File: config.mk
export PLATFORM = sky130hd
export DESIGN_NAME = greedy_decreasing_bin_packer
export DESIGN_NICKNAME = d
export VERILOG_FILES = /design/src/design/gdbp_pkg.sv /design/src/design/gdbp_ctrl.sv /design/src/design/gdbp_dp.sv /design/src/design/greedy_decreasing_bin_packer.sv
export SDC_FILE = /design/constraint.sdc
export NUM_CORES = 1
export LEC_CHECK = 0
export ABC_AREA = 1
export ABC_CLOCK_PERIOD_IN_PS = 4100
export BUFFER_PORTS_ARGS = -buffer_cell sky130_fd_sc_hd__clkbuf_2
export CAP_MARGIN = 20
export CORE_MARGIN = 2
export CORE_UTILIZATION = 30
export CTS_CLUSTER_DIAMETER = 60
export DETAILED_ROUTE_END_ITERATION = 12
export GPL_ROUTABILITY_DRIVEN = 0
export PLACE_DENSITY_LB_ADDON = 0.25
export SYNTH_ARGS = -nofsm -noshare
export SYNTH_HDL_FRONTEND = slang
export SYNTH_SLANG_ARGS = --single-unit
File: constraint.sdc
create_clock -name i_clk -period 4.1 [get_ports i_clk]
set_input_delay 0.615 -clock i_clk [delete_from_list [all_inputs] [get_ports i_clk]]
set_output_delay 0.615 -clock i_clk [all_outputs]
set_load 0.005 [all_outputs]
File: src/design/gdbp_pkg.sv
package gdbp_pkg;

    // fixed field widths of the stream and register ports
    localparam int SIZE_W     = 16;
    localparam int BIN_W      = 6;
    localparam int FILL_W     = SIZE_W + 1;
    localparam int IN_TDATA_W = 16;
    localparam int OUT_TDATA_W = 24;
    localparam int OUT_TUSER_W = 3;
    localparam int APB_AW     = 3;
    localparam int APB_DW     = 32;

    // input selector codes (s_axis_tuser)
    localparam logic CMD_LOAD  = 1'b0;
    localparam logic CMD_START = 1'b1;

    // register index of bin_capacity and its reset value
    localparam logic REG_CAPACITY = 1'b0;
    localparam logic [SIZE_W-1:0] CAPACITY_RESET = 16'd10;

    typedef enum logic [2:0] {
        S_IDLE,
        S_SCAN,
        S_DRAIN,
        S_PLACE,
        S_FLUSH,
        S_EMPTY
    } t_state;

    // controller to datapath
    typedef struct packed {
        logic load;       // store the item on the input beat
        logic scan_init;  // rewind scan address, forget best candidate
        logic rd_en;      // read one store entry
        logic place;      // commit best candidate into the bin
        logic end_bin;    // close the bin, mark pending result
        logic flush;      // move pending result to output
        logic empty;      // emit the empty-set result
        logic clear_run;  // drop the item set after a run
    } t_cmd;

    // datapath to controller
    typedef struct packed {
        logic total_zero;
        logic scan_last;
        logic found;
        logic pend_valid;
        logic out_free;
        logic all_placed;
    } t_stat;

endpackage

File: src/design/gdbp_ctrl.sv
module gdbp_ctrl
    import gdbp_pkg::*;
(
    input  logic  i_clk,
    input  logic  i_rst_n,
    input  logic  i_in_valid,
    input  logic  i_in_cmd,
    input  t_stat i_stat,
    output logic  o_in_ready,
    output t_cmd  o_cmd
);

    t_state r_state;
    t_state n_state;

    // state register
    always_ff @(posedge i_clk) begin
        if (!i_rst_n) begin
            r_state <= S_IDLE;
        end else begin
            r_state <= n_state;
        end
    end

    // next state
    always_comb begin
        n_state = r_state;
        case (r_state)
            S_IDLE: begin
                if (i_in_valid && i_in_cmd == CMD_START) begin
                    n_state = i_stat.total_zero ? S_EMPTY : S_SCAN;
                end
            end
            S_SCAN: begin
                if (i_stat.scan_last) begin
                    n_state = S_DRAIN;
                end
            end
            S_DRAIN: begin
                n_state = S_PLACE;
            end
            S_PLACE: begin
                if (i_stat.found) begin
                    if (!i_stat.pend_valid || i_stat.out_free) begin
                        n_state = S_SCAN;
                    end
                end else if (i_stat.all_placed) begin
                    n_state = S_FLUSH;
                end else begin
                    n_state = S_SCAN;
                end
            end
            S_FLUSH: begin
                if (i_stat.out_free) begin
                    n_state = S_IDLE;
                end
            end
            S_EMPTY: begin
                if (i_stat.out_free) begin
                    n_state = S_IDLE;
                end
            end
            default: begin
                n_state = S_IDLE;
            end
        endcase
    end

    // outputs
    always_comb begin
        o_cmd      = '0;
        o_in_ready = 1'b0;
        case (r_state)
            S_IDLE: begin
                o_in_ready = 1'b1;
                if (i_in_valid) begin
                    if (i_in_cmd == CMD_START) begin
                        o_cmd.scan_init = !i_stat.total_zero;
                    end else begin
                        o_cmd.load = 1'b1;
                    end
                end
            end
            S_SCAN: begin
                o_cmd.rd_en = 1'b1;
            end
            S_DRAIN: begin
            end
            S_PLACE: begin
                if (i_stat.found) begin
                    if (!i_stat.pend_valid || i_stat.out_free) begin
                        o_cmd.place     = 1'b1;
                        o_cmd.scan_init = 1'b1;
                    end
                end else begin
                    o_cmd.end_bin   = 1'b1;
                    o_cmd.scan_init = !i_stat.all_placed;
                end
            end
            S_FLUSH: begin
                if (i_stat.out_free) begin
                    o_cmd.flush     = 1'b1;
                    o_cmd.clear_run = 1'b1;
                end
            end
            S_EMPTY: begin
                if (i_stat.out_free) begin
                    o_cmd.empty     = 1'b1;
                    o_cmd.clear_run = 1'b1;
                end
            end
            default: begin
            end
        endcase
    end

    // a run result is only flushed when one is pending
    a_flush_pending: assert property (@(posedge i_clk) disable iff (!i_rst_n)
        (r_state == S_FLUSH) |-> i_stat.pend_valid)
        else $error("flush state without pending result");

    // loads are taken only while idle
    a_load_idle: assert property (@(posedge i_clk) disable iff (!i_rst_n)
        o_cmd.load |-> (r_state == S_IDLE && i_in_valid))
        else $error("load outside idle");

    // every scan pass ends in a placement decision
    a_drain_place: assert property (@(posedge i_clk) disable iff (!i_rst_n)
        (r_state == S_DRAIN) |=> (r_state == S_PLACE))
        else $error("drain not followed by place");

endmodule

File: src/design/gdbp_dp.sv
module gdbp_dp
    import gdbp_pkg::*;
#(
    parameter int MAX_ITEMS = 32,
    parameter int SIZE_BITS = 16
) (
    input  logic              i_clk,
    input  logic              i_rst_n,
    input  t_cmd              i_cmd,
    input  logic [SIZE_W-1:0] i_item_size,
    input  logic [SIZE_W-1:0] i_capacity,
    input  logic              i_out_ready,
    output t_stat             o_stat,
    output logic              o_out_valid,
    output logic [BIN_W-1:0]  o_bin_number,
    output logic [SIZE_W-1:0] o_placed_size,
    output logic              o_end_of_bin,
    output logic              o_end_of_all,
    output logic              o_empty_set,
    output logic              o_load_overflow
);

    localparam int IDX_W = $clog2(MAX_ITEMS);
    localparam int CNT_W = $clog2(MAX_ITEMS + 1);
    localparam int LB    = (SIZE_BITS < SIZE_W) ? SIZE_BITS : SIZE_W;

    // item store, one write and one registered read port
    logic [SIZE_BITS-1:0] r_mem [MAX_ITEMS];
    logic [SIZE_BITS-1:0] r_rd_data;
    logic [IDX_W-1:0]     r_rd_idx;
    logic                 r_rd_vld;
    logic [IDX_W-1:0]     r_addr;

    // run state
    logic [MAX_ITEMS-1:0] r_marks;
    logic [CNT_W-1:0]     r_item_total;
    logic [CNT_W-1:0]     r_placed_total;
    logic [BIN_W-1:0]     r_bin_cnt;
    logic [FILL_W-1:0]    r_fill;
    logic                 r_ovf;
    logic                 r_open;

    // best candidate of the current scan
    logic                 r_best_found;
    logic [SIZE_W-1:0]    r_best_size;
    logic [IDX_W-1:0]     r_best_idx;

    // pending result, held until end_of_bin is known
    logic                 r_pend_valid;
    logic [BIN_W-1:0]     r_pend_bin;
    logic [SIZE_W-1:0]    r_pend_size;
    logic                 r_pend_eob;
    logic                 r_pend_eoa;

    // output register
    logic                 r_out_valid;
    logic [BIN_W-1:0]     r_out_bin;
    logic [SIZE_W-1:0]    r_out_size;
    logic                 r_out_eob;
    logic                 r_out_eoa;
    logic                 r_out_empty;
    logic                 r_out_ovf;

    logic                 load_ok;
    logic                 store_full;
    logic [SIZE_W-1:0]    rd_size;
    logic [FILL_W-1:0]    n_fill_try;
    logic                 eligible;
    logic                 better;
    logic                 out_free;
    logic                 out_load;
    logic [BIN_W-1:0]     n_bin;

    assign store_full = (r_item_total >= CNT_W'(MAX_ITEMS));
    assign load_ok    = i_cmd.load && (i_item_size[LB-1:0] != '0);
    assign rd_size    = SIZE_W'(r_rd_data[LB-1:0]);
    assign n_fill_try = r_fill + FILL_W'(rd_size);
    assign eligible   = !r_marks[r_rd_idx] &&
                        (r_open || n_fill_try <= FILL_W'(i_capacity));
    assign better     = !r_best_found || rd_size > r_best_size;
    assign out_free   = !r_out_valid || i_out_ready;
    assign out_load   = i_cmd.flush || (i_cmd.place && r_pend_valid);
    assign n_bin      = r_open ? r_bin_cnt + 1'b1 : r_bin_cnt;

    // store write and scan read
    always_ff @(posedge i_clk) begin
        if (load_ok && !store_full) begin
            r_mem[r_item_total[IDX_W-1:0]] <= SIZE_BITS'(i_item_size[LB-1:0]);
        end
        r_rd_data <= r_mem[r_addr];
        r_rd_idx  <= r_addr;
    end

    // scan address and read pipeline valid
    always_ff @(posedge i_clk) begin
        if (!i_rst_n) begin
            r_addr   <= '0;
            r_rd_vld <= 1'b0;
        end else begin
            r_rd_vld <= i_cmd.rd_en;
            if (i_cmd.scan_init) begin
                r_addr <= '0;
            end else if (i_cmd.rd_en) begin
                r_addr <= r_addr + 1'b1;
            end
        end
    end

    // best candidate: largest unplaced entry that fits (any size while the bin is empty), earliest wins a tie
    always_ff @(posedge i_clk) begin
        if (!i_rst_n) begin
            r_best_found <= 1'b0;
        end else if (i_cmd.scan_init) begin
            r_best_found <= 1'b0;
        end else if (r_rd_vld && eligible && better) begin
            r_best_found <= 1'b1;
        end
    end

    always_ff @(posedge i_clk) begin
        if (r_rd_vld && eligible && better) begin
            r_best_size <= rd_size;
            r_best_idx  <= r_rd_idx;
        end
    end

    // item set and bin bookkeeping
    always_ff @(posedge i_clk) begin
        if (!i_rst_n || i_cmd.clear_run) begin
            r_marks        <= '0;
            r_item_total   <= '0;
            r_placed_total <= '0;
            r_bin_cnt      <= '0;
            r_fill         <= '0;
            r_ovf          <= 1'b0;
            r_open         <= 1'b1;
        end else begin
            if (load_ok) begin
                if (store_full) begin
                    r_ovf <= 1'b1;
                end else begin
                    r_marks[r_item_total[IDX_W-1:0]] <= 1'b0;
                    r_item_total <= r_item_total + 1'b1;
                end
            end
            if (i_cmd.place) begin
                r_marks[r_best_idx] <= 1'b1;
                r_placed_total      <= r_placed_total + 1'b1;
                r_bin_cnt           <= n_bin;
                r_open              <= 1'b0;
                r_fill <= r_open ? FILL_W'(r_best_size) : r_fill + FILL_W'(r_best_size);
            end
            if (i_cmd.end_bin) begin
                r_open <= 1'b1;
            end
        end
    end

    // pending result control
    always_ff @(posedge i_clk) begin
        if (!i_rst_n) begin
            r_pend_valid <= 1'b0;
        end else if (i_cmd.place) begin
            r_pend_valid <= 1'b1;
        end else if (i_cmd.flush) begin
            r_pend_valid <= 1'b0;
        end
    end

    // pending result payload
    always_ff @(posedge i_clk) begin
        if (i_cmd.place) begin
            r_pend_bin  <= n_bin;
            r_pend_size <= r_best_size;
            r_pend_eob  <= 1'b0;
            r_pend_eoa  <= 1'b0;
        end else if (i_cmd.end_bin) begin
            r_pend_eob <= 1'b1;
            r_pend_eoa <= (r_placed_total == r_item_total);
        end
    end

    // output register control
    always_ff @(posedge i_clk) begin
        if (!i_rst_n) begin
            r_out_valid <= 1'b0;
        end else if (out_load || i_cmd.empty) begin
            r_out_valid <= 1'b1;
        end else if (i_out_ready) begin
            r_out_valid <= 1'b0;
        end
    end

    // output register payload
    always_ff @(posedge i_clk) begin
        if (out_load) begin
            r_out_bin   <= r_pend_bin;
            r_out_size  <= r_pend_size;
            r_out_eob   <= r_pend_eob;
            r_out_eoa   <= r_pend_eoa;
            r_out_empty <= 1'b0;
            r_out_ovf   <= r_ovf;
        end else if (i_cmd.empty) begin
            r_out_bin   <= '0;
            r_out_size  <= '0;
            r_out_eob   <= 1'b0;
            r_out_eoa   <= 1'b1;
            r_out_empty <= 1'b1;
            r_out_ovf   <= r_ovf;
        end
    end

    // status to controller
    assign o_stat.total_zero = (r_item_total == '0);
    assign o_stat.scan_last  = (r_addr == IDX_W'(r_item_total - 1'b1));
    assign o_stat.found      = r_best_found;
    assign o_stat.pend_valid = r_pend_valid;
    assign o_stat.out_free   = out_free;
    assign o_stat.all_placed = (r_placed_total == r_item_total);

    assign o_out_valid     = r_out_valid;
    assign o_bin_number    = r_out_bin;
    assign o_placed_size   = r_out_size;
    assign o_end_of_bin    = r_out_eob;
    assign o_end_of_all    = r_out_eoa;
    assign o_empty_set     = r_out_empty;
    assign o_load_overflow = r_out_ovf;

    // never more placements than items
    a_placed_bound: assert property (@(posedge i_clk) disable iff (!i_rst_n)
        r_placed_total <= r_item_total)
        else $error("placed count exceeds item count");

    // a placement needs a candidate from the scan
    a_place_found: assert property (@(posedge i_clk) disable iff (!i_rst_n)
        i_cmd.place |-> r_best_found)
        else $error("placement without candidate");

    // a pending result is only pushed into a free output register
    a_out_no_overwrite: assert property (@(posedge i_clk) disable iff (!i_rst_n)
        (out_load || i_cmd.empty) |-> out_free)
        else $error("output register overwritten");

    // closing a bin always has its last placement pending
    a_end_bin_pending: assert property (@(posedge i_clk) disable iff (!i_rst_n)
        i_cmd.end_bin |-> r_pend_valid)
        else $error("bin closed with no pending result");

endmodule

File: src/design/greedy_decreasing_bin_packer.sv
// Load beats are taken one per cycle while idle; a zero size or a load into a full store is dropped.
// A start beat packs N loaded items: every placement and every bin close costs one scan
// of the item store through its single read port.
// s_axis_tready is low from a start until its last result is registered, also for an empty start.
// Reset (i_rst_n low, synchronous) empties the item set and sets bin_capacity to 10.
module greedy_decreasing_bin_packer
    import gdbp_pkg::*;
#(
    parameter int MAX_ITEMS = 32,
    parameter int SIZE_BITS = 16
) (
    input  logic                   i_clk,
    input  logic                   i_rst_n,
    // input stream
    input  logic                   s_axis_tvalid,
    output logic                   s_axis_tready,
    input  logic [IN_TDATA_W-1:0]  s_axis_tdata,   // [15:0] item_size
    input  logic                   s_axis_tuser,   // [0] cmd
    // result stream
    output logic                   m_axis_tvalid,
    input  logic                   m_axis_tready,
    output logic [OUT_TDATA_W-1:0] m_axis_tdata,   // [5:0] bin_number, [21:6] placed_size
    output logic                   m_axis_tlast,   // end_of_all
    output logic [OUT_TUSER_W-1:0] m_axis_tuser,   // [0] end_of_bin, [1] empty_set,
                                                   // [2] load_overflow
    // register port
    input  logic                   psel,
    input  logic                   penable,
    input  logic                   pwrite,
    input  logic [APB_AW-1:0]      paddr,
    input  logic [APB_DW-1:0]      pwdata,
    output logic [APB_DW-1:0]      prdata,
    output logic                   pready
);

    t_cmd              cmd;
    t_stat             stat;
    logic [SIZE_W-1:0] r_bin_capacity;
    logic              cap_sel;
    logic [BIN_W-1:0]  bin_number;
    logic [SIZE_W-1:0] placed_size;
    logic              end_of_bin;
    logic              empty_set;
    logic              load_overflow;

    // bin_capacity register
    assign cap_sel = (paddr[2] == REG_CAPACITY);
    assign pready  = 1'b1;
    assign prdata  = cap_sel ? APB_DW'(r_bin_capacity) : '0;

    always_ff @(posedge i_clk) begin
        if (!i_rst_n) begin
            r_bin_capacity <= CAPACITY_RESET;
        end else if (psel && penable && pwrite && cap_sel) begin
            r_bin_capacity <= pwdata[SIZE_W-1:0];
        end
    end

    gdbp_ctrl u_ctrl (
        .i_clk      (i_clk),
        .i_rst_n    (i_rst_n),
        .i_in_valid (s_axis_tvalid),
        .i_in_cmd   (s_axis_tuser),
        .i_stat     (stat),
        .o_in_ready (s_axis_tready),
        .o_cmd      (cmd)
    );

    gdbp_dp #(
        .MAX_ITEMS (MAX_ITEMS),
        .SIZE_BITS (SIZE_BITS)
    ) u_dp (
        .i_clk           (i_clk),
        .i_rst_n         (i_rst_n),
        .i_cmd           (cmd),
        .i_item_size     (s_axis_tdata[SIZE_W-1:0]),
        .i_capacity      (r_bin_capacity),
        .i_out_ready     (m_axis_tready),
        .o_stat          (stat),
        .o_out_valid     (m_axis_tvalid),
        .o_bin_number    (bin_number),
        .o_placed_size   (placed_size),
        .o_end_of_bin    (end_of_bin),
        .o_end_of_all    (m_axis_tlast),
        .o_empty_set     (empty_set),
        .o_load_overflow (load_overflow)
    );

    // result packing
    assign m_axis_tdata = {2'b00, placed_size, bin_number};
    assign m_axis_tuser = {load_overflow, empty_set, end_of_bin};

endmodule
### Yosys cells after proc, flatten, opt, wreduce, memory -nomap -nowiden

Memories as Yosys holds them, arrays and structs flattened. A register that Yosys moved wholly into a read port is not among the register bits.
Cells that the tools add are included.

* add/subtract/negate cells: 7
* $mul: 0
* divide/modulo/power cells: 0
* $lt $le $gt $ge: 8
* equal/unequal tests: 11
* shift operators: 0
* multiplexer cells: 54
* bitwise logic cells: 6
* reduce and logical (&&, ||, !) cells: 39

Operators by type and width (number)
* 2-to-1 mux 32 bit: 4
* 2-to-1 mux 16 bit: 3
* adder 17 x 16 -> 17 bit: 2
* AND 32 bit: 1
* NOT 32 bit: 1
* OR 32 bit: 1
* 2-to-1 mux 1 bit: 27
* 2-to-1 mux 3 bit: 7
* adder 6 x 1 -> 6 bit, second input constant: 3
* < comparator 5 x 6 -> 1 bit, second input constant: 3
* 2-to-1 mux 6 bit: 3
* less-or-equal comparator 17 x 16 -> 1 bit: 1
* 2-to-1 mux 17 bit: 1
* greater-than comparator 16 bit: 1
* nonzero test 16 bit: 1
* one-hot mux 3 bit (5 select lines): 1
* logical AND 1 bit: 12
* demux 1 bit (select 5 bit): 2
* >= comparator 5 x 1 -> 1 bit, second input constant: 2
* logical NOT 1 bit: 8
* logical OR 1 bit: 7
* equality test 3 x 2 -> 1 bit, second input constant: 2
* equality test 3 bit, second input constant: 2
* equality test 6 bit: 1
* 18 further kinds: 29

* flip-flop bits (word level): 173
* bits in latches: 0
* memory bits (writable): 512
* ROM bits: 0
* input port bits: 59
* output and inout bits: 63
* memories: 1

Memory list
* u_dp.r_mem: words 32, width 16, rd ports 1, clocked after Yosys merged registers in 1, wr ports 1, line gdbp_dp.sv:28 `logic [SIZE_BITS-1:0] r_mem [MAX_ITEMS];`

### Depth between registers and ports, before layout

Gate-level depths: netlist of the first run.

* depth after elaboration: 11
* mapped depth: 24

### Modules after synthesis

A second synthesis of the first run with hierarchy kept.

* cells, all modules: 2715
* area total of the unflattened synthesis: 30227.7 µm²

By module, submodules not included
* gdbp_dp: instances 1, cells an instance 2486, area an instance 28815.1 µm², seq. area each 19458.7 µm²
* greedy_decreasing_bin_packer: instances 1, cells an instance 163, area an instance 1083.5 µm², seq. area each 320.3 µm²
* gdbp_ctrl: instances 1, cells an instance 66, area an instance 329.1 µm², seq. area each 60.1 µm²

### Least setup slack after synthesis of the first run

Ideal clock, no wire load.

* path kind: register to register
* from: register u_dp.r_fill[0]
* to: register u_dp.r_best_idx[0] (enable)
* setup time: 0.406 ns
* arrival: 3.760 ns
* required time: 3.694 ns
* path slack: -0.066 ns
* stages on the path, launching flop included: 24
* buffers on the path: 0
* period minus slack after synthesis: 4.166 ns
* path through: dfxtp_1 -> ha_1 -> inv_1 -> fa_1 -> o21ai_0 -> nand3_1 -> nand2_1 -> nand3_1 -> nand2_1 -> xor2_1 -> ha_1 -> a21oi_1 -> nor2_1 -> a211oi_1 -> nand2_1 -> nand2_1 -> nand2_1 -> nand2_1 -> nand2_1 -> nand2_1 -> nand2_1 -> nand2_1 -> nand2_1 -> a21oi_1

* cells in the longest elaborated chain, start to end: 6

Ends and longest elaborated chain
* from (decl): line gdbp_dp.sv:39 `logic [FILL_W-1:0] r_fill;`
* from (signal assigned): line gdbp_dp.sv:151 `r_fill <= r_open ? FILL_W'(r_best_size) : r_fill + FILL_W'(r_best_size);`
* adder 17 x 16 -> 17 bit: line gdbp_dp.sv:77 `assign n_fill_try = r_fill + FILL_W'(rd_size);`
* less-or-equal comparator 17 x 16 -> 1 bit: line gdbp_dp.sv:79 `(r_open || n_fill_try <= FILL_W'(i_capacity));`
* logical OR 1 bit: line gdbp_dp.sv:79
* logical AND 1 bit: line gdbp_dp.sv:78 `assign eligible = !r_marks[r_rd_idx] &&`
* logical AND 1 bit (2 in series): line gdbp_dp.sv:121 `if (r_rd_vld && eligible && better) begin`
* to (signal assigned): line gdbp_dp.sv:123 `r_best_idx <= r_rd_idx;`
* to (decl): line gdbp_dp.sv:46 `logic [IDX_W-1:0] r_best_idx;`

No other way between the ends.
A chain may end at the register's enable or synchronous reset.

### Worst setup path after layout of the first run

* from: register u_dp.r_rd_data[0], read port of u_dp.r_mem
* to: register u_dp.r_best_size[1] (enable)

* cells in the longest elaborated chain, start to end: 6
* elaborated cells on any way between the ends: 8

Ends and longest elaborated chain
* from (decl): line gdbp_dp.sv:29 `logic [SIZE_BITS-1:0] r_rd_data;`
* adder 17 x 16 -> 17 bit: line gdbp_dp.sv:77
* less-or-equal comparator 17 x 16 -> 1 bit: line gdbp_dp.sv:79
* logical OR 1 bit: line gdbp_dp.sv:79
* logical AND 1 bit: line gdbp_dp.sv:78
* logical AND 1 bit: line gdbp_dp.sv:121
* logical AND 1 bit *: line gdbp_dp.sv:121
* to (signal assigned): line gdbp_dp.sv:122 `r_best_size <= rd_size;`
* to (decl): line gdbp_dp.sv:45 `logic [SIZE_W-1:0] r_best_size;`

Mark *: on every way between the ends. The rest lies on a longest branch, timed or not.

==> flow_summary.yaml, run 1 <==
run_status:
  status: "complete, no violations"
cts:
  cts_tree: "done"
  cts.sinks: 701
  clk-insertion-delay-late_ns: 0.66
  cts_max_path_buffers: 3
  path_clk_slew_ns: 0.05
  cts_root_buffer: "clkbuf_16"
  cts_resized: 0
  htreeDepth: 3
  numCtsBuffers: 84
  postCtsSetupRepairBufs: 0
  cts_hold_buf: 0
die:
  placementRows: 115
  fp.dieH_um: 318.5
  die_x_um: 318.5
  ios: 122
  die_area_um2: 101400
  core_area_um2: 98280
  initial_core_util: 0.3020
logic_synthesis:
  ys_seq_area_frac: 0.6685
  synth-seq-cells: 701
  synth-async-reset-ratio: 0
  synthCells: 2644
  synthAdderAreaFrac: 0.03129
  synth-main-ff-cell: "edfxtp_1"
  yosys.area_share.simple: 0.1046
  synth_warnings: 0
  synth_edf_count: 580
  synthXorXnorAreaFrac: 0.01033
  synth_top_family_by_area: "compound AO/OA/AOI/OAI gates"
  synth.distinct_cells: 49
  avgSynthCellArea_um2: 11.22
  synth_area_um2: 29670
  synth_compound_area_frac: 0.1334
  synth.mux.area_fraction: 0
timing:
  fin_crit_sh: 0.9074
  min_period_ns: 3.721
  setup_viol: 0
  slew_violations: 0
  hold_viol_final: 0
  setup-tns-final_ns: 0
  clock_skew_ns: 0.04124
  fmaxAchievable_mhz: 268.8
  slew_headroom: 0.3738
  worst_slew_pin_slew_ns: 0.9383
grt:
  grt-busiest-layer: "met2"
  gr-total-overflow: 0
  grt_use_met3: 0.03008
  grt_max_degree: 153
  grt_pass1_vias: 19200
  grt_pass1_wl_um: 124000
  grt_util_met2: 0.2608
  grt_use_met1: 0.2199
  antenna_found_initial: 6
  track_usage: 0.1621
cells_and_area:
  finalNetCount: 2899
  final_util: 0.3542
  final_cells: 4126
  design_area_um2: 34810
  drive_above_1_share: 0.1212
  area_delta_synth_final_pct: 17.29
pwr:
  clkPwrFrac: 0.383
  power_frac_comb: 0.190
  p_sw_frac: 0.3023
  intPower_w: 0.01364
  vdd_drop_max_v: 0.0003077
  power.switching_w: 0.005909
  seqPwrFrac: 0.427
  p_total_w: 0.01954
  p_leak_nw: 12.54
  p_per_area_nw_per_um2: 561.5
routing:
  drt_wl_total_um: 83760
  firstDrtPassIters: 5
  avgViaCountPerCell: 4.928
  drcViolationCount: 0
  via_count: 20330
  ant_nets: 0
  drt_iter0_markers: 1777
  wire_per_inst_um: 20.30
critical_path:
  path_buf_inv: 2
  critPathMaxFanout: 15
  critPathLaunch: "u_dp.r_rd_data[0]"
  reg2reg_to: "u_dp.r_best_size[1]"
  rr_worst_depth: 24
  crit_chain: "ha_1, inv_1, fa_1, o21ai_2, nand3_1, nand2_1, nand3_1, nand2_1, xor2_1, ha_1, a21oi_1, nor2_1, a211oi_1, nand2_1, nand2_1, nand2_1, nand2_1, nand2_1, nand2_1, nand2_1, nand2_1, nand2_1, a21oi_2, buf_12"
  worstSetupEndpointType: "flip-flop"
  rrSetupSlack_ns: 0.38
  r2r-start: "u_dp.r_rd_data[0]"
  crit_required_ns: 4.45
  arrival_ns: 4.07
  critPathKind: "flip-flop to flip-flop"
  worst-path-stages: 24
  start_kind: "flip-flop"
  cp_top_family: "simple AND/OR/NAND/NOR gates"
  endpoint: "u_dp.r_best_size[1]"
  slowest_delay_ns: 0.43
  cp_common_cell: "nand2_1"
  cpMaxStageDelayCell: "fa_1"
flow_run:
  cap_viol_max_count: 0
placed_design:
  dpl_cell_area_um2: 31970
  dp_hpwl_um: 51370
  portBuffers: 84
  dp_cells: 3967
min_path:
  min_path_type: "input port to flip-flop"
cell usage in the layout, fill, tap and decap left out, types with 84 or more instances in the layout:
cell	n
inv_1	219
edfxtp_1	580
o22ai_1	95
o21ai_0	386
a21oi_1	111
clkbuf_16	85
nand2_1	228
dfxtp_1	118
nor2_1	362
clkbuf_2	84
power groups by stage:
stage / Clock, W / Combinational (W) / Sequential [W]
finish: 0.00749 / 0.00371 / 0.00835
global route: 0.00795 / 0.00416 / 0.00839
CTS: 0.00767 / 0.00373 / 0.00836
detailed placement: 0 / 0.00372 / 0.00851
global placement: 0 / 0.00372 / 0.00850
floorplan: 0 / 0.00243 / 0.00833
worst reg2reg max path: cells and delay by family (launching register included):
family	cells	cell delay, ns
and+or+nand+nor	14	1.04
adders and majority gates	3	0.88
AOI/OAI and AO/OA	4	0.74
DFF	1	0.35
buffers and inverters	2	0.25
xor gates and xnor gates	1	0.16
sequential cells by signal, indices dropped and copies added, names as in the netlist, 16 cells and up:
| signal | count |
|---|---|
| u_dp.r_fill | 17 |
| u_dp.r_pend_size | 16 |
| u_dp.r_mem | 512 |
| u_dp.r_best_size | 16 |
| r_bin_capacity | 16 |
| u_dp.r_rd_data | 16 |
| u_dp.o_placed_size | 16 |
| u_dp.r_marks | 32 |
routing by layer:
metal	vias up	share of wire
met4	8	0.029
met5	-	0.00057
met2	502	0.47
met3	136	0.053
li1	9677	-
met1	10010	0.45
cell usage after synthesis (all sizes together), types with 3 or more instances:
cell,count,area (µm²)
a211oi,4,30.03
a21oi,112,560.5
a221oi,4,35.03
a31oi,4,25.02
buf,40,251.5
clkbuf,113,424.2
dfxtp,121,2422
edfxtp,580,17420
ha,71,888.4
inv,225,847.1
nand2,228,855.8
nand3,74,370.4
nand4,29,181.4
nor2,391,1500
nor3,16,91.34
nor4,5,46.29
o211ai,24,180.2
o21a,3,22.52
o21ai,392,1962
o21bai,5,37.54
o221ai,49,429.2
o22ai,95,594.3
o31ai,4,30.03
or2,3,18.77
xnor2,13,113.9
xor2,22,192.7
layout make-up:
cell class	instances	area [µm²]
antenna	1	2.502
clock inverter	49	541.8
tap	1287	1610
clock buffer	108	2263
sequential	701	19850
timing repair buffer	173	1234
multi-input combinational	1580	8442
fill	9870	63470
inverter	227	864.6
cell families (layout without fill, tap and decap cells):
family                   count (synthesis)  count (layout)
AND/OR/NAND/NOR                        751             751
adder cells (fa/ha/maj)                 73              73
XOR/XNOR                                35              35
buffers and inverters                  380             557
AO/OA/AOI/OAI                          702             702
other                                    2              20
flip-flops                             701             701
through the flow:
stage               setup slack (ns)  hold WS, ns
floorplan                     0.3970       0.3613
global placement              0.1938       0.4486
detailed placement            0.2095       0.4614
CTS                           0.1731       0.1461
global route               -0.008241       0.1713
finish                        0.3795       0.1863
worst min-delay path by stage:
stage / depth (start not counted) / start / slack, ns / endpoint
after CTS: 3 / pwdata[3] / 0.15 / r_bin_capacity[3]
after detailed placement: 1 / u_dp.r_placed_total[5] / 0.46 / u_dp.r_placed_total[5]
after global placement: 0 / u_dp.r_rd_idx[4] / 0.45 / u_dp.r_best_idx[4]
final: 3 / pwdata[3] / 0.19 / r_bin_capacity[3]
after global routing: 3 / pwdata[1] / 0.17 / r_bin_capacity[1]
after floorplan: 0 / u_dp.r_addr[2] / 0.36 / u_dp.r_rd_idx[2]
(Power assumes the default switching activity.)
==> run 2, diff against run 1 <==
--- a/config.mk
+++ b/config.mk
@@ -9,6 +9,7 @@
 export ABC_CLOCK_PERIOD_IN_PS = 4100
 export BUFFER_PORTS_ARGS = -buffer_cell sky130_fd_sc_hd__clkbuf_2
 export CAP_MARGIN = 20
+export CORE_ASPECT_RATIO = 1.25
 export CORE_MARGIN = 2
 export CORE_UTILIZATION = 30
 export CTS_CLUSTER_DIAMETER = 60
==> flow_summary.yaml, run 2 (same netlist as run 1, synthesis figures left out) <==
run_status:
  status: "complete, no violations"
min_path:
  min_path_type: "input port to flip-flop"
  min_path_cells: 3
  worstHoldEndpoint: "r_bin_capacity[3]"
  hp-start: "pwdata[3]"
die:
  die_area_um2: 101500
  core_area_um2: 98460
  die_x_um: 285.3
  fp.dieH_um: 355.6
  ios: 122
  initial_core_util: 0.3014
  placementRows: 129
cells_and_area:
  final_cell_mix: "edfxtp_1, o21ai_0, nor2_1"
  largest_reg_flops: 512
  drive_above_1_share: 0.1135
  area_delta_synth_final_pct: 15.64
  final_common_cell: "edfxtp_1"
  final_util: 0.3485
  diodes: 0
  finalNetCount: 2877
cts:
  cts_hold_buf: 0
  htreeDepth: 3
  path_clk_slew_ns: 0.06
  cts_max_path_buffers: 3
  postCtsSetupRepairBufs: 0
  cts_root_buffer: "clkbuf_16"
  cts_resized: 0
  cts_tree: "done"
  cts.sinks: 701
  numCtsBuffers: 73
  clk-insertion-delay-late_ns: 0.64
routing:
  ant_nets: 0
  wire_per_inst_um: 20.29
  via_count: 20140
  avgViaCountPerCell: 4.899
  drt_wl_total_um: 83410
  drt_iter0_markers: 1589
  firstDrtPassIters: 5
  drcViolationCount: 0
timing:
  slew_headroom: 0.3521
  clock_skew_ns: 0.03686
  min_period_ns: 3.760
  hold_viol_final: 0
  setup_viol: 0
  setup_ws_ns: 0.3404
  worst_slew_pin_slew_ns: 0.9719
  fin_crit_sh: 0.9170
  fmaxAchievable_mhz: 266.0
  slew_violations: 0
pwr:
  vdd_drop_max_v: 0.0003119
  p_per_area_nw_per_um2: 550.8
  p_leak_nw: 12.28
grt:
  grt_max_degree: 134
  antenna_found_initial: 2
  gr-total-overflow: 0
  grt_pass1_vias: 19610
  track_usage: 0.1618
  grt_pass1_wl_um: 124100
critical_path:
  cpMaxStageDelayCell: "ha_1"
  rrSetupSlack_ns: 0.34
  r2r-start: "u_dp.r_fill[2]"
  cp_common_cell: "nand2_1"
  crit_chain: "ha_1, a21oi_1, nand2_1, a21oi_1, o21ai_0, a31oi_1, xnor2_1, ha_1, nand2_1, nor2_1, a211oi_1, nand2_1, nand2_1, nand2_1, nand2_1, nand2_1, nand2_1, nand2_1, nand2_1, nand2_1, a21oi_2, buf_12"
  start_kind: "flip-flop"
  slowest_delay_ns: 0.37
  reg2reg_to: "u_dp.r_best_size[0]"
  cp_top_family: "compound AO/OA/AOI/OAI gates"
  worstSetupEndpointType: "flip-flop"
  critPathKind: "flip-flop to flip-flop"
  path_buf_inv: 1
  crit_required_ns: 4.41
  arrival_ns: 4.07
  critPathMaxFanout: 21
  rr_worst_depth: 22
placed_design:
  dp_hpwl_um: 51390
  portBuffers: 84
  pre_cts_ws_ns: 0.1233
flow_run:
  cap_viol_max_count: 0
run 2: cell count changes in the layout (fill, tap and decap cells not counted), sizes merged:
cell / change
inv: -3
buf: -11
clkinvlp: +1
clkbuf: -12
diode: -1
clkinv: -12
run 2: tightest hold or removal path, delay by kind of cell:
family / cells / cell delay, ns
simple gates: 1 / 0.05
buf+inv: 1 / 0.07
compound gates: 1 / 0.07
run 2: final cells by class:
class | count | area [µm²]
clock buffers | 96 | 1997
clock inverters | 35 | 437.9
fillers | 9863 | 64140
inverters | 227 | 860.8
multi-input cells | 1580 | 8444
flip-flops and latches | 701 | 19850
well taps | 1310 | 1639
repair buffers | 162 | 1089
run 2: how the worst max path moves through the flow:
stage / from / end / slack, ns / cells after the start
2_1_floorplan: u_dp.r_fill[0] / u_dp.r_best_idx[0] / 0.40 / 23
6_report: u_dp.r_fill[2] / u_dp.r_best_size[0] / 0.34 / 22
3_5_place_dp: u_dp.r_rd_data[0] / u_dp.r_best_size[1] / 0.12 / 24
4_1_cts: u_dp.r_fill[0] / u_dp.r_best_size[0] / 0.11 / 24
5_1_grt: u_dp.r_fill[0] / u_dp.r_best_size[0] / -0.006 / 24
3_3_place_gp: u_dp.r_fill[0] / u_dp.r_best_size[1] / 0.17 / 24
run 2: report_power, final:
group	internal, W	switching, W	total, W
logic	0.00114	0.00263	0.00377
clock network	0.00397	0.00284	0.00681
registers	0.00804	0.000280	0.00832
total	0.0131	0.00575	0.0189
run 2: layer usage:
| metal | up-vias | track usage | share of wire |
|---|---|---|---|
| met2 | 490 | 0.2895 | 0.51 |
| met3 | 120 | 0.02055 | 0.044 |
| li1 | 9620 | - | - |
| met4 | 2 | 0.06314 | 0.035 |
| met5 | - | 0 | 0.00017 |
| met1 | 9907 | 0.1974 | 0.41 |
run 2: stage by stage:
| step | std cells | total power, W | TNS (ns) | hold WS [ns] | area [µm²] |
|---|---|---|---|---|---|
| global placement | 3979 | 0.01229 | 0 | 0.4134 | 31850 |
| CTS | 4111 | 0.01911 | 0 | 0.2008 | 34310 |
| floorplan | 2661 | 0.01076 | 0 | 0.3613 | 29740 |
| global route | 4111 | 0.01979 | -0.005716 | 0.2231 | 34320 |
| detailed placement | 3980 | 0.01231 | 0 | 0.4184 | 31870 |
| finish | 4111 | 0.01890 | 0 | 0.2280 | 34320 |
==> run 3, diff against run 2 <==
--- a/config.mk
+++ b/config.mk
@@ -9,7 +9,7 @@
 export ABC_CLOCK_PERIOD_IN_PS = 4100
 export BUFFER_PORTS_ARGS = -buffer_cell sky130_fd_sc_hd__clkbuf_2
 export CAP_MARGIN = 20
-export CORE_ASPECT_RATIO = 1.25
+export CORE_ASPECT_RATIO = 1.2
 export CORE_MARGIN = 2
 export CORE_UTILIZATION = 30
 export CTS_CLUSTER_DIAMETER = 60
==> flow_summary.yaml, run 3 (same netlist as run 1, synthesis figures left out) <==
run_status:
  status: "complete, no violations"
cells_and_area:
  finalNetCount: 2884
  final_cell_mix: "edfxtp_1, o21ai_0, nor2_1"
  drive_above_1_share: 0.1140
  multiInputGateArea_um2: 8454
  area_delta_synth_final_pct: 15.52
  ff_latch_area_um2: 19850
  final_common_cell: "edfxtp_1"
  largest_reg_flops: 512
  fill_cells: 9791
timing:
  setup_viol: 0
  min_period_ns: 3.750
  hold_viol_final: 0
  slew_headroom: 0.3243
  setup-tns-final_ns: 0
  whs_ns: 0.2052
  slew_violations: 0
  worst_slew_pin_slew_ns: 1.014
  fmaxAchievable_mhz: 266.7
  rsz0062_at_grt: "no"
  fin_crit_sh: 0.9147
  clock_skew_ns: 0.04477
min_path:
  min_path_cells: 3
  min_path_type: "input port to flip-flop"
  worstHoldEndpoint: "r_bin_capacity[1]"
  hp-start: "pwdata[1]"
grt:
  antenna_found_initial: 2
  grt_max_degree: 212
  grt_pass1_vias: 19500
  grt_use_met3: 0.02433
  grt_pass1_wl_um: 125400
  grt-busiest-layer: "met2"
  track_usage: 0.1645
  grt_use_met1: 0.2076
  gr-total-overflow: 0
  grt_util_met2: 0.2843
cts:
  path_clk_slew_ns: 0.06
  clk-insertion-delay-late_ns: 0.64
  cts_root_buffer: "clkbuf_16"
  postCtsSetupRepairBufs: 0
  cts_hold_buf: 0
  cts_tree: "done"
  numCtsBuffers: 74
  cts_max_path_buffers: 3
  cts_resized: 0
  cts.sinks: 701
  htreeDepth: 3
routing:
  drt_iter0_markers: 1604
  firstDrtPassIters: 5
  ant_nets: 0
  avgViaCountPerCell: 4.971
  drt_wl_total_um: 85020
  via_count: 20330
  drcViolationCount: 0
  wire_per_inst_um: 20.79
die:
  ios: 122
  die_x_um: 291.1
  initial_core_util: 0.3021
  placementRows: 126
  core_area_um2: 98220
  die_area_um2: 101500
  fp.dieH_um: 348.5
critical_path:
  rrSetupSlack_ns: 0.35
  reg2reg_to: "u_dp.r_best_size[1]"
  critPathKind: "flip-flop to flip-flop"
  critPathMaxFanout: 16
  arrival_ns: 4.08
  r2r-start: "u_dp.r_rd_data[0]"
  start_kind: "flip-flop"
  crit_required_ns: 4.43
  worstSetupEndpointType: "flip-flop"
  rr_worst_depth: 26
pwr:
  p_leak_nw: 12.29
  vdd_drop_max_v: 0.0005015
  p_per_area_nw_per_um2: 545.2
placed_design:
  dp_hpwl_um: 50510
  portBuffers: 84
flow_run:
  cap_viol_max_count: 0
-- run 3: area by class of cell --
cell class	instances	area share
flip-flops and latches	701	0.5790
clock buffers	86	0.05686
inverters	227	0.02511
diodes	1	0.00007300
well taps	1280	0.04672
repair buffers	168	0.03380
multi-input cells	1580	0.2466
clock inverters	46	0.01186
-- run 3: worst max-delay path: stages (launching register included) --
cell and delay, ns:
dfxtp_1 0.37, ha_1 0.19, inv_1 0.06, fa_1 0.41, buf_4 0.16, o31ai_1 0.27, xor2_1 0.20, inv_1 0.06
ha_1 0.29, nand2_1 0.08, nor2_1 0.06, nand2_1 0.05, nand3_1 0.07, nand2_1 0.06, nand2_1 0.05, nand2_1 0.05
nand2_1 0.04, nand2_1 0.05, nand2_1 0.05, nand2_1 0.05, nand2_1 0.04, nand2_1 0.10, nand2_1 0.13, nand2_1 0.09
nand2_1 0.08, a21oi_2 0.18, buf_12 0.19
-- run 3: per-layer routing --
layer,wire length (µm),vias to the layer above
met2,42020,518
met1,36060,10050
met4,2909,0
met5,0,-
met3,4034,138
li1,-,9621
-- run 3: stage by stage --
stage / cells / instance area, µm² / setup WS, ns / utilization / total power, W
CTS: 4088 / 34280 / 0.1841 / 0.3490 / 0.01890
global route: 4088 / 34280 / 0.01808 / 0.3490 / 0.01959
finish: 4089 / 34280 / 0.3498 / 0.3490 / 0.01869
detailed placement: 3956 / 31920 / 0.2221 / 0.3250 / 0.01232
global placement: 3955 / 31900 / 0.1923 / 0.3248 / 0.01231
floorplan: 2661 / 29740 / 0.3970 / - / 0.01076
-- run 3: worst max path at each step --
| stage | start | end | slack, ns |
|---|---|---|---|
| after CTS | u_dp.r_rd_data[0] | u_dp.r_best_size[1] | 0.18 |
| after detailed placement | u_dp.r_rd_data[0] | u_dp.r_best_size[0] | 0.22 |
| after global routing | u_dp.r_rd_data[0] | u_dp.r_best_size[1] | 0.02 |
| final | u_dp.r_rd_data[0] | u_dp.r_best_size[1] | 0.35 |
| after global placement | u_dp.r_rd_data[0] | u_dp.r_best_size[0] | 0.19 |
| after floorplan | u_dp.r_fill[0] | u_dp.r_best_idx[0] | 0.40 |
-- run 3: where the power goes --
group	internal [W]	switching, W
Clock	0.00369	0.00289
Combinational	0.00114	0.00268
Sequential	0.00805	0.000245
